<file path="config.mk">
export PLATFORM = sky130hd
export DESIGN_NAME = speaker_square_svf_synth_top
export DESIGN_NICKNAME = d
export VERILOG_FILES = /design/src/sqsvf_pkg.sv /design/src/speaker_square_svf_synth_top.sv /design/src/sqsvf_ctrl.sv /design/src/sqsvf_dp.sv
export SDC_FILE = /design/constraint.sdc
export NUM_CORES = 2
export LEC_CHECK = 0
export BUFFER_PORTS_ARGS = -buffer_cell sky130_fd_sc_hd__buf_4
export CAP_MARGIN = 20
export CORE_MARGIN = 5
export CORE_UTILIZATION = 30
export DETAILED_ROUTE_END_ITERATION = 12
export SLEW_MARGIN = 25
export SYNTH_ARGS = -nofsm -noshare
export SYNTH_HDL_FRONTEND = slang
export SYNTH_SLANG_ARGS = --single-unit
</file>
<file path="constraint.sdc">
create_clock -name clk -period 12.3 [get_ports clk]
set_input_delay 0 -clock clk [delete_from_list [all_inputs] [get_ports clk]]
set_output_delay 0 -clock clk [all_outputs]
set_load 0.1 [all_outputs]
</file>
<file path="src/sqsvf_pkg.sv">
// Shared constants, types and helpers for the square-wave state-variable-filter synth.
package sqsvf_pkg;

    localparam int PHASE_STEP = 4;
    localparam int FRAC_BITS  = 16;

    localparam int PHASE_W = 16;
    localparam int STATE_W = 32;
    localparam int OPB_W   = 34;
    localparam int PROD_W  = 51;
    localparam int Y_W     = 35;
    localparam int YC_W    = FRAC_BITS + 2;
    localparam int SC_W    = YC_W + 16;
    localparam int CFG_W   = 16;
    localparam int IDX_W   = 2;

    localparam logic [15:0] CUT_RESET = 16'd2621;
    localparam logic [15:0] C15       = 16'd9830;
    localparam logic [15:0] C06       = 16'd3932;
    localparam logic [15:0] SCALE     = 16'd32767;
    localparam logic [16:0] BIAS_CONE  = 17'd16;
    localparam logic [16:0] BIAS_PIEZO = 17'd64;

    localparam logic signed [OPB_W-1:0] ONE_B = OPB_W'(1) << FRAC_BITS;
    localparam logic signed [Y_W-1:0]   ONE_Y = Y_W'(1) << FRAC_BITS;

    localparam logic [IDX_W-1:0] REG_SPEAKER_TYPE = 2'd0;
    localparam logic [IDX_W-1:0] REG_MUTE         = 2'd1;
    localparam logic [IDX_W-1:0] REG_CUT          = 2'd2;
    localparam logic [IDX_W-1:0] REG_RESONANCE    = 2'd3;

    localparam logic [2:0] MUL_CUT_BD   = 3'd0;
    localparam logic [2:0] MUL_RES_BD   = 3'd1;
    localparam logic [2:0] MUL_CUT_DIFF = 3'd2;
    localparam logic [2:0] MUL_C15_BD   = 3'd3;
    localparam logic [2:0] MUL_C06_XLO  = 3'd4;

    typedef struct packed {
        logic       ld_in;
        logic       ld_phase;
        logic [2:0] mul_sel;
        logic       ld_prod;
        logic       ld_lo;
        logic       ld_damp;
        logic       ld_bd;
        logic       ld_t;
        logic       ld_y_cone;
        logic       ld_y_piezo;
        logic       ld_out;
    } dp_cmd_t;

    typedef struct packed {
        logic enable;
        logic piezo;
    } dp_stat_t;

    function automatic logic signed [STATE_W-1:0] sat32(input logic signed [STATE_W+3:0] v);
        logic signed [STATE_W-1:0] r;
        if (v > $signed(36'h07FFFFFFF))
            r = 32'sh7FFFFFFF;
        else if (v < $signed(36'hF80000000))
            r = 32'sh80000000;
        else
            r = v[STATE_W-1:0];
        return r;
    endfunction

endpackage

</file>
<file path="src/speaker_square_svf_synth_top.sv">
// Top level of the square-wave tone source with two-state speaker filter.
//
// Input stream s_axis: one request per sample tick; tdata carries the timer
// period and the enable flag, tlast marks the last sample of a host buffer.
// Output stream m_axis: one signed 16-bit sample per request, tlast copied.
// Config channel cfg_*: index 0 speaker type, 1 mute, 2 cut, 3 resonance;
// always ready; written only while no request is in flight (user rule, unchecked).
// Timing: one request is in work at a time; the next is taken once the
// previous sample is in the output register. The sequencer steps one
// multiply at a time through a single shared 16 x 34 multiplier; a
// disabled request skips the multiplies and goes straight to the output.
// Reset: phase and filter state clear, registers return to defaults.
// A stalled receiver holds the sample in the output register; the block
// finishes the next request and waits with it until the register frees.
module speaker_square_svf_synth_top
    import sqsvf_pkg::*;
(
    input  logic             clk,
    input  logic             rst_n,
    input  logic             s_axis_tvalid,
    output logic             s_axis_tready,
    input  logic [23:0]      s_axis_tdata,   // [15:0] period, [16] enable, rest zero
    input  logic             s_axis_tlast,   // block_end
    output logic             m_axis_tvalid,
    input  logic             m_axis_tready,
    output logic [15:0]      m_axis_tdata,   // [15:0] sample
    output logic             m_axis_tlast,   // block_end_out
    input  logic             cfg_valid,
    output logic             cfg_ready,
    input  logic [IDX_W-1:0] cfg_index,
    input  logic [CFG_W-1:0] cfg_data
);

    dp_cmd_t            cmd;
    dp_stat_t           stat;
    logic signed [15:0] sample;

    assign cfg_ready = 1'b1;

    sqsvf_ctrl u_ctrl (
        .clk       (clk),
        .rst_n     (rst_n),
        .in_valid  (s_axis_tvalid),
        .in_ready  (s_axis_tready),
        .out_valid (m_axis_tvalid),
        .out_ready (m_axis_tready),
        .stat      (stat),
        .cmd       (cmd)
    );

    sqsvf_dp u_dp (
        .clk           (clk),
        .rst_n         (rst_n),
        .cmd           (cmd),
        .stat          (stat),
        .cfg_we        (cfg_valid && cfg_ready),
        .cfg_idx       (cfg_index),
        .cfg_wdata     (cfg_data),
        .period        (s_axis_tdata[15:0]),
        .enable        (s_axis_tdata[16]),
        .block_end     (s_axis_tlast),
        .sample        (sample),
        .block_end_out (m_axis_tlast)
    );

    assign m_axis_tdata = sample;

    a_busy_after_accept: assert property (@(posedge clk) disable iff (!rst_n)
        s_axis_tvalid && s_axis_tready |=> !s_axis_tready)
        else $error("input taken while a request is still in work");

    a_sample_range: assert property (@(posedge clk) disable iff (!rst_n)
        m_axis_tvalid |-> m_axis_tdata != 16'h8000)
        else $error("sample outside the clipped range");

    a_load_needs_slot: assert property (@(posedge clk) disable iff (!rst_n)
        cmd.ld_out |-> (!m_axis_tvalid || m_axis_tready))
        else $error("output register overwritten while stalled");

endmodule

</file>
<file path="src/sqsvf_ctrl.sv">
// Sequencer: steps one sample through phase update, filter multiplies and output load.
module sqsvf_ctrl
    import sqsvf_pkg::*;
(
    input  logic     clk,
    input  logic     rst_n,
    input  logic     in_valid,
    output logic     in_ready,
    output logic     out_valid,
    input  logic     out_ready,
    input  dp_stat_t stat,
    output dp_cmd_t  cmd
);

    localparam logic [3:0] ST_IDLE  = 4'd0;
    localparam logic [3:0] ST_PHASE = 4'd1;
    localparam logic [3:0] ST_M1    = 4'd2;
    localparam logic [3:0] ST_A1    = 4'd3;
    localparam logic [3:0] ST_M2    = 4'd4;
    localparam logic [3:0] ST_A2    = 4'd5;
    localparam logic [3:0] ST_M3    = 4'd6;
    localparam logic [3:0] ST_A3    = 4'd7;
    localparam logic [3:0] ST_M4    = 4'd8;
    localparam logic [3:0] ST_A4    = 4'd9;
    localparam logic [3:0] ST_M5    = 4'd10;
    localparam logic [3:0] ST_A5    = 4'd11;
    localparam logic [3:0] ST_CONEY = 4'd12;
    localparam logic [3:0] ST_OUT   = 4'd13;

    logic [3:0] state_reg;
    logic [3:0] state_next;
    logic       out_valid_reg;
    logic       out_valid_next;
    logic       out_free;

    assign out_free  = !out_valid_reg || out_ready;
    assign in_ready  = (state_reg == ST_IDLE);
    assign out_valid = out_valid_reg;

    always_comb
    begin
        state_next = state_reg;
        cmd        = '0;
        cmd.mul_sel = MUL_CUT_BD;
        case (state_reg)
            ST_IDLE:
            begin
                if (in_valid)
                begin
                    cmd.ld_in  = 1'b1;
                    state_next = ST_PHASE;
                end
            end
            ST_PHASE:
            begin
                if (stat.enable)
                begin
                    cmd.ld_phase = 1'b1;
                    state_next   = ST_M1;
                end
                else
                begin
                    state_next = ST_OUT;
                end
            end
            ST_M1:
            begin
                cmd.mul_sel = MUL_CUT_BD;
                cmd.ld_prod = 1'b1;
                state_next  = ST_A1;
            end
            ST_A1:
            begin
                cmd.ld_lo  = 1'b1;
                state_next = stat.piezo ? ST_M2 : ST_M3;
            end
            ST_M2:
            begin
                cmd.mul_sel = MUL_RES_BD;
                cmd.ld_prod = 1'b1;
                state_next  = ST_A2;
            end
            ST_A2:
            begin
                cmd.ld_damp = 1'b1;
                state_next  = ST_M3;
            end
            ST_M3:
            begin
                cmd.mul_sel = MUL_CUT_DIFF;
                cmd.ld_prod = 1'b1;
                state_next  = ST_A3;
            end
            ST_A3:
            begin
                cmd.ld_bd  = 1'b1;
                state_next = stat.piezo ? ST_M4 : ST_CONEY;
            end
            ST_M4:
            begin
                cmd.mul_sel = MUL_C15_BD;
                cmd.ld_prod = 1'b1;
                state_next  = ST_A4;
            end
            ST_A4:
            begin
                cmd.ld_t   = 1'b1;
                state_next = ST_M5;
            end
            ST_M5:
            begin
                cmd.mul_sel = MUL_C06_XLO;
                cmd.ld_prod = 1'b1;
                state_next  = ST_A5;
            end
            ST_A5:
            begin
                cmd.ld_y_piezo = 1'b1;
                state_next     = ST_OUT;
            end
            ST_CONEY:
            begin
                cmd.ld_y_cone = 1'b1;
                state_next    = ST_OUT;
            end
            ST_OUT:
            begin
                if (out_free)
                begin
                    cmd.ld_out = 1'b1;
                    state_next = ST_IDLE;
                end
            end
            default:
            begin
                state_next = ST_IDLE;
            end
        endcase
    end

    always_comb
    begin
        if (cmd.ld_out)
            out_valid_next = 1'b1;
        else if (out_ready)
            out_valid_next = 1'b0;
        else
            out_valid_next = out_valid_reg;
    end

    always_ff @(posedge clk or negedge rst_n)
    begin
        if (!rst_n)
        begin
            state_reg     <= ST_IDLE;
            out_valid_reg <= 1'b0;
        end
        else
        begin
            state_reg     <= state_next;
            out_valid_reg <= out_valid_next;
        end
    end

endmodule

</file>
<file path="src/sqsvf_dp.sv">
// Datapath: config registers, phase counter, shared multiplier, filter state, output register.
module sqsvf_dp
    import sqsvf_pkg::*;
(
    input  logic               clk,
    input  logic               rst_n,
    input  dp_cmd_t            cmd,
    output dp_stat_t           stat,
    input  logic               cfg_we,
    input  logic [IDX_W-1:0]   cfg_idx,
    input  logic [CFG_W-1:0]   cfg_wdata,
    input  logic [PHASE_W-1:0] period,
    input  logic               enable,
    input  logic               block_end,
    output logic signed [15:0] sample,
    output logic               block_end_out
);

    logic                      speaker_type_reg;
    logic                      mute_reg;
    logic [15:0]               cut_reg;
    logic [15:0]               resonance_reg;

    logic [PHASE_W-1:0]        period_reg;
    logic                      enable_reg;
    logic                      blk_reg;

    logic [PHASE_W-1:0]        phase_reg;
    logic [PHASE_W-1:0]        phase_next;
    logic                      x_reg;
    logic                      x_next;
    logic signed [STATE_W-1:0] lo_reg;
    logic signed [STATE_W-1:0] lo_next;
    logic signed [STATE_W-1:0] bd_reg;
    logic signed [STATE_W-1:0] bd_next;
    logic signed [STATE_W-1:0] damp_reg;
    logic signed [STATE_W-1:0] t_reg;
    logic signed [Y_W-1:0]     y_reg;
    logic signed [Y_W-1:0]     y_cone_next;
    logic signed [Y_W-1:0]     y_piezo_next;
    logic signed [PROD_W-1:0]  prod_reg;
    logic signed [PROD_W-1:0]  prod_next;
    logic signed [15:0]        sample_reg;
    logic signed [15:0]        sample_next;
    logic                      blk_out_reg;

    logic signed [17:0]        pos_a;
    logic signed [17:0]        pos_w;
    logic signed [17:0]        per_s;
    logic [16:0]               thr;

    logic signed [OPB_W-1:0]   x_val;
    logic signed [OPB_W-1:0]   lo_b;
    logic signed [OPB_W-1:0]   bd_b;
    logic signed [OPB_W-1:0]   damp_b;
    logic signed [OPB_W-1:0]   diff;
    logic signed [OPB_W-1:0]   xlo;
    logic [15:0]               op_a;
    logic signed [OPB_W-1:0]   op_b;
    logic signed [STATE_W+3:0] prod_hi;

    logic signed [STATE_W:0]   sum_lb;
    logic signed [Y_W-1:0]     sum3;
    logic signed [YC_W-1:0]    yc;
    logic signed [SC_W-1:0]    scaled;
    logic signed [SC_W-1:0]    mag;

    assign stat.enable = enable_reg;
    assign stat.piezo  = speaker_type_reg;

    always_ff @(posedge clk or negedge rst_n)
    begin
        if (!rst_n)
        begin
            speaker_type_reg <= 1'b0;
            mute_reg         <= 1'b0;
            cut_reg          <= CUT_RESET;
            resonance_reg    <= 16'd0;
        end
        else if (cfg_we)
        begin
            case (cfg_idx)
                REG_SPEAKER_TYPE: speaker_type_reg <= cfg_wdata[0];
                REG_MUTE:         mute_reg         <= cfg_wdata[0];
                REG_CUT:          cut_reg          <= cfg_wdata;
                REG_RESONANCE:    resonance_reg    <= cfg_wdata;
                default:          ;
            endcase
        end
    end

    // phase step, clip, wrap and square-wave compare
    always_comb
    begin
        per_s = $signed({2'b00, period_reg});
        pos_a = $signed({2'b00, phase_reg}) - $signed(18'(PHASE_STEP));
        if (pos_a > per_s)
            pos_a = per_s;
        pos_w = pos_a;
        if (pos_w < 0)
        begin
            if (period_reg == '0)
                pos_w = 18'sd1;
            else
            begin
                for (int i = 0; i < PHASE_STEP; i++)
                begin
                    if (pos_w < 0)
                        pos_w = pos_w + per_s;
                end
            end
        end
        phase_next = pos_w[PHASE_W-1:0];
        thr = ({1'b0, period_reg} + (speaker_type_reg ? BIAS_PIEZO : BIAS_CONE)) >> 1;
        x_next = (pos_w > $signed({1'b0, thr})) && !mute_reg;
    end

    // shared multiplier
    assign x_val  = x_reg ? ONE_B : '0;
    assign lo_b   = OPB_W'(lo_reg);
    assign bd_b   = OPB_W'(bd_reg);
    assign damp_b = OPB_W'(damp_reg);
    assign diff   = x_val - lo_b - (speaker_type_reg ? damp_b : bd_b);
    assign xlo    = x_val - lo_b;

    always_comb
    begin
        case (cmd.mul_sel)
            MUL_CUT_BD:   begin op_a = cut_reg;       op_b = bd_b;  end
            MUL_RES_BD:   begin op_a = resonance_reg; op_b = bd_b;  end
            MUL_CUT_DIFF: begin op_a = cut_reg;       op_b = diff;  end
            MUL_C15_BD:   begin op_a = C15;           op_b = bd_b;  end
            MUL_C06_XLO:  begin op_a = C06;           op_b = xlo;   end
            default:      begin op_a = '0;            op_b = '0;    end
        endcase
    end

    assign prod_next = $signed({1'b0, op_a}) * op_b;
    assign prod_hi   = (STATE_W+4)'($signed(prod_reg[PROD_W-1:16]));

    assign lo_next = sat32((STATE_W+4)'(lo_reg) + prod_hi);
    assign bd_next = sat32((STATE_W+4)'(bd_reg) + prod_hi);

    assign sum_lb       = (STATE_W+1)'(lo_reg) + (STATE_W+1)'(bd_reg);
    assign sum3         = Y_W'(sum_lb) + (Y_W'(sum_lb) <<< 1);
    assign y_cone_next  = sum3 >>> 2;
    assign y_piezo_next = Y_W'(t_reg) - Y_W'(prod_hi);

    // clip to +-1.0, scale, truncate toward zero; zero when disabled
    always_comb
    begin
        if (y_reg > ONE_Y)
            yc = YC_W'(ONE_Y);
        else if (y_reg < -ONE_Y)
            yc = YC_W'(-ONE_Y);
        else
            yc = y_reg[YC_W-1:0];
        scaled = SC_W'(yc) * $signed({1'b0, SCALE});
        mag    = -scaled;
        if (scaled < 0)
            sample_next = 16'(-(mag >>> FRAC_BITS));
        else
            sample_next = 16'(scaled >>> FRAC_BITS);
        if (!enable_reg)
            sample_next = '0;
    end

    always_ff @(posedge clk or negedge rst_n)
    begin
        if (!rst_n)
        begin
            phase_reg <= '0;
            lo_reg    <= '0;
            bd_reg    <= '0;
        end
        else
        begin
            if (cmd.ld_phase)
                phase_reg <= phase_next;
            if (cmd.ld_lo)
                lo_reg <= lo_next;
            if (cmd.ld_bd)
                bd_reg <= bd_next;
        end
    end

    always_ff @(posedge clk)
    begin
        if (cmd.ld_in)
        begin
            period_reg <= period;
            enable_reg <= enable;
            blk_reg    <= block_end;
        end
        if (cmd.ld_phase)
            x_reg <= x_next;
        if (cmd.ld_prod)
            prod_reg <= prod_next;
        if (cmd.ld_damp)
            damp_reg <= prod_reg[47:16];
        if (cmd.ld_t)
            t_reg <= prod_reg[47:16];
        if (cmd.ld_y_cone)
            y_reg <= y_cone_next;
        else if (cmd.ld_y_piezo)
            y_reg <= y_piezo_next;
        if (cmd.ld_out)
        begin
            sample_reg  <= sample_next;
            blk_out_reg <= blk_reg;
        end
    end

    assign sample        = sample_reg;
    assign block_end_out = blk_out_reg;

endmodule
</file>
==> flow_metrics.tcl <==
set metrics [dict create \
    die_y_um 426 \
    grt_setup_unrepaired "true" \
    cts.clk_slew.worst_paths_ns 0.06 \
    cts_made_buffers 41 \
    status "complete, no violations" \
    fillCellCount 17661 \
    worst_pin_slew_ns 0.945 \
    drc 0 \
    fin_util_pct 33.4 \
    place_ws_ns -0.154 \
    clockRootBuffer "clkbuf_16" \
    cp_max_fo 6 \
    ys.flop_type "edfxtp_1" \
    cts_sinks 289 \
    syn-num-nets 7027 \
    drv_slew 0 \
    r2r_slack_ns 0.55 \
    synthCells 5769 \
    finalCriticalPeriod_ns 11.75 \
    reg2regPathDepth 57 \
    maxSlewHeadroom_pct 36.8 \
    max_freq_mhz 85.1 \
    yosysWarningCount 0 \
    wl_per_cell_um 16.8 \
    cp-end-kind "flop" \
    netlist.area_leader.share_pct 27.2 \
    syn_avg_cell_area_sq_um 9.00 \
    min_period_over_period_pct 95.5 \
    antenna_found_initial 2 \
    synth_edf_count 170 \
    vias 40874 \
    timing.rr.end "u_dp.x_reg" \
    cts_tree "yes" \
    finalNetCount 7111 \
    clk_latency_ns 0.61 \
    critPathSlowestCell "or4b_2" \
    grt_overflow 0 \
    drive_gt1_share_pct 6.97 \
    critPathKind "reg -> reg" \
    synth_top_area_cell "fa_1" \
    ys_seq_elements 289 \
    max_stage_delay_ns 0.65 \
    stdcell_count 8195 \
    placed_cells 8078 \
    placed_area_sq_mm 0.0556 \
    io_buffers 59 \
    required_ns 12.72 \
    gp_congestion 0.915 \
    hold_viol_final 0 \
    grt_pass1_vias 42873 \
    detail_route.iter0.violations 2261 \
    dp_hpwl_mm 114 \
    cp.arrival_ns 12.17 \
    diodes 0 \
    fin_skew_ns 0.0293 \
    h-tree-depth 2 \
    reg2reg_from "u_dp.phase_reg[6]" \
    wl_mm 137 \
    io_pins 68 \
    viasPerCell 4.99 \
    synth_area_sq_mm 0.0519 \
    yosysSeqAreaShare_pct 15.6 \
    setup_ws_ns 0.550 \
    start_util_pct 30.2 \
    synthArstFlopShare_pct 41.2 \
    core_sq_mm 0.172 \
    cpLargestDelayFamily "compound AO/OA/AOI/OAI gates" \
    seq_area_sq_mm 0.00809 \
    grt_max_degree 62 \
    drtPass1Iterations 7 \
    clk_path_buf_depth 3 \
    fin_area_sq_mm 0.0574 \
    hold_class "in -> async" \
    multiInputGateArea_sq_mm 0.0398 \
    die_w_um 426 \
    cp-start-kind "flop" \
    synth_area_leaders "fa_1 (27%), ha_1 (12%), edfxtp_1 (9.8%), inv_1 (6.6%), dfrtp_1 (5.4%)" \
    cp_common_cell "a21oi_1" \
    rows 152 \
    synth_cell_types 96 \
    grt_pass1_wl_mm 225 \
    cap_violations 0 \
    ant_nets 0 \
    crit_buf_inv 5 \
    die_area_sq_mm 0.181 \
    groute.usage.overall_pct 15.0 \
    area_growth_pct 10.6 \
    setup_violations 0 \
]
-- synthesized netlist by cell type (all sizes together) (65+ instances only) --
cell type and n:
nand2b 65, nand3 80, a21o 127, clkbuf 160
o21ai 207, nor2b 69, edfxtp 170, inv 912
a21oi 332, a221o 73, and2 92, fa 704
ha 506, xor2 116, mux2 75, nand2 605
nor3 99, dfrtp 112, xnor2 203, nor2 335
-- cell type report --
cell class,count,share of cell area [%]
clock buffers,55,1.93
flip-flops and latches,289,14.1
well taps,2310,5.03
multi-input cells,4388,69.4
clock inverters,20,0.453
repair buffers,220,3.10
inverters,913,5.97
-- layout by cell type (no fill, tap or decap), types with 29 or more instances in the layout --
cell,synthesis,layout
a211oi_1,34,30
a21o_1,127,127
a21oi_1,332,327
a221o_1,73,73
a22oi_1,36,33
a31oi_1,29,29
and2_1,91,91
and3_1,49,49
buf_4,1,176
clkbuf_16,0,41
dfrtp_1,112,111
dlygate4sd3_1,0,41
edfxtp_1,170,170
fa_1,704,704
ha_1,506,506
inv_1,911,911
mux2_2,75,75
mux2i_1,50,50
nand2_1,605,605
nand2b_1,65,65
nand3_1,80,80
nor2_1,335,330
nor2b_1,69,69
nor3_1,98,95
nor4_1,34,33
o21a_1,49,49
o21ai_0,197,183
o21bai_1,43,43
or2_2,29,29
or3_1,44,44
xnor2_1,203,203
xor2_1,116,116
-- what timing repair did --
| action | 4_1_cts | 5_1_grt |
|---|---|---|
| gates resized for setup | 3 | 18 |
| hold endpoints to repair | 114 | 0 |
| gates cloned | 0 | 0 |
| endpoints found under the setup margin | 1 | 3 |
| hold buffers | 41 | 0 |
| pin swaps | 0 | 1 |
| buffers inserted | 0 | 1 |
-- per-layer routing --
layer  GRT usage, %  vias up  wire length (um)
met3           1.43      206              6070
met5              0        -                 0
met2           25.5      944             64500
li1               -    19519                 -
met1           20.7    20205             63600
met4           3.32        0              3120
-- worst reg2reg max path, delay by kind of cell (launching register included) --
family	cells	cell delay, ns
AO/OA/AOI/OAI	26	4.79
adder cells (fa/ha/maj)	6	1.57
multiplexers	1	0.30
XOR/XNOR	3	0.47
buffers and inverters	5	0.62
AND/OR/NAND/NOR	16	3.46
flip-flops	1	0.39
-- through the flow --
step,setup TNS (ns),hold WS [ns]
floorplan,0,-0.296
global placement,0,0.0314
detailed placement,-0.154,0.0302
CTS,0,0.0512
global route,-0.164,0.0843
finish,0,0.00905
-- kinds of logic (layout without fill, tap and decap cells) --
| kind of cell | count (synthesis) | count (layout) | synth area share (%) |
|---|---|---|---|
| xor+xnor | 319 | 319 | 5.38 |
| fa+ha+maj | 1210 | 1210 | 39.3 |
| buf+inv | 1092 | 1208 | 7.97 |
| flops | 289 | 289 | 15.6 |
| simple gates | 1579 | 1579 | 14.3 |
| mux | 125 | 125 | 2.59 |
| compound gates | 1154 | 1154 | 14.8 |
| other cells | 1 | 1 | 0.00722 |
-- worst max-delay path by stage --
stage | cells past startpoint | startpoint | to | slack [ns]
after CTS | 58 | u_dp.phase_reg[6] | u_dp.x_reg | 0.08
after detailed placement | 57 | u_dp.phase_reg[6] | u_dp.x_reg | -0.15
after global placement | 55 | u_dp.phase_reg[6] | u_dp.x_reg | 0.14
final | 57 | u_dp.phase_reg[6] | u_dp.x_reg | 0.55
after floorplan | 56 | u_dp.phase_reg[4] | u_dp.x_reg | 0.67
after global routing | 59 | u_dp.phase_reg[6] | u_dp.x_reg | -0.16
Power is not shown: default switching activity piles up to over one toggle a cycle in this logic, so the estimate is an artifact.
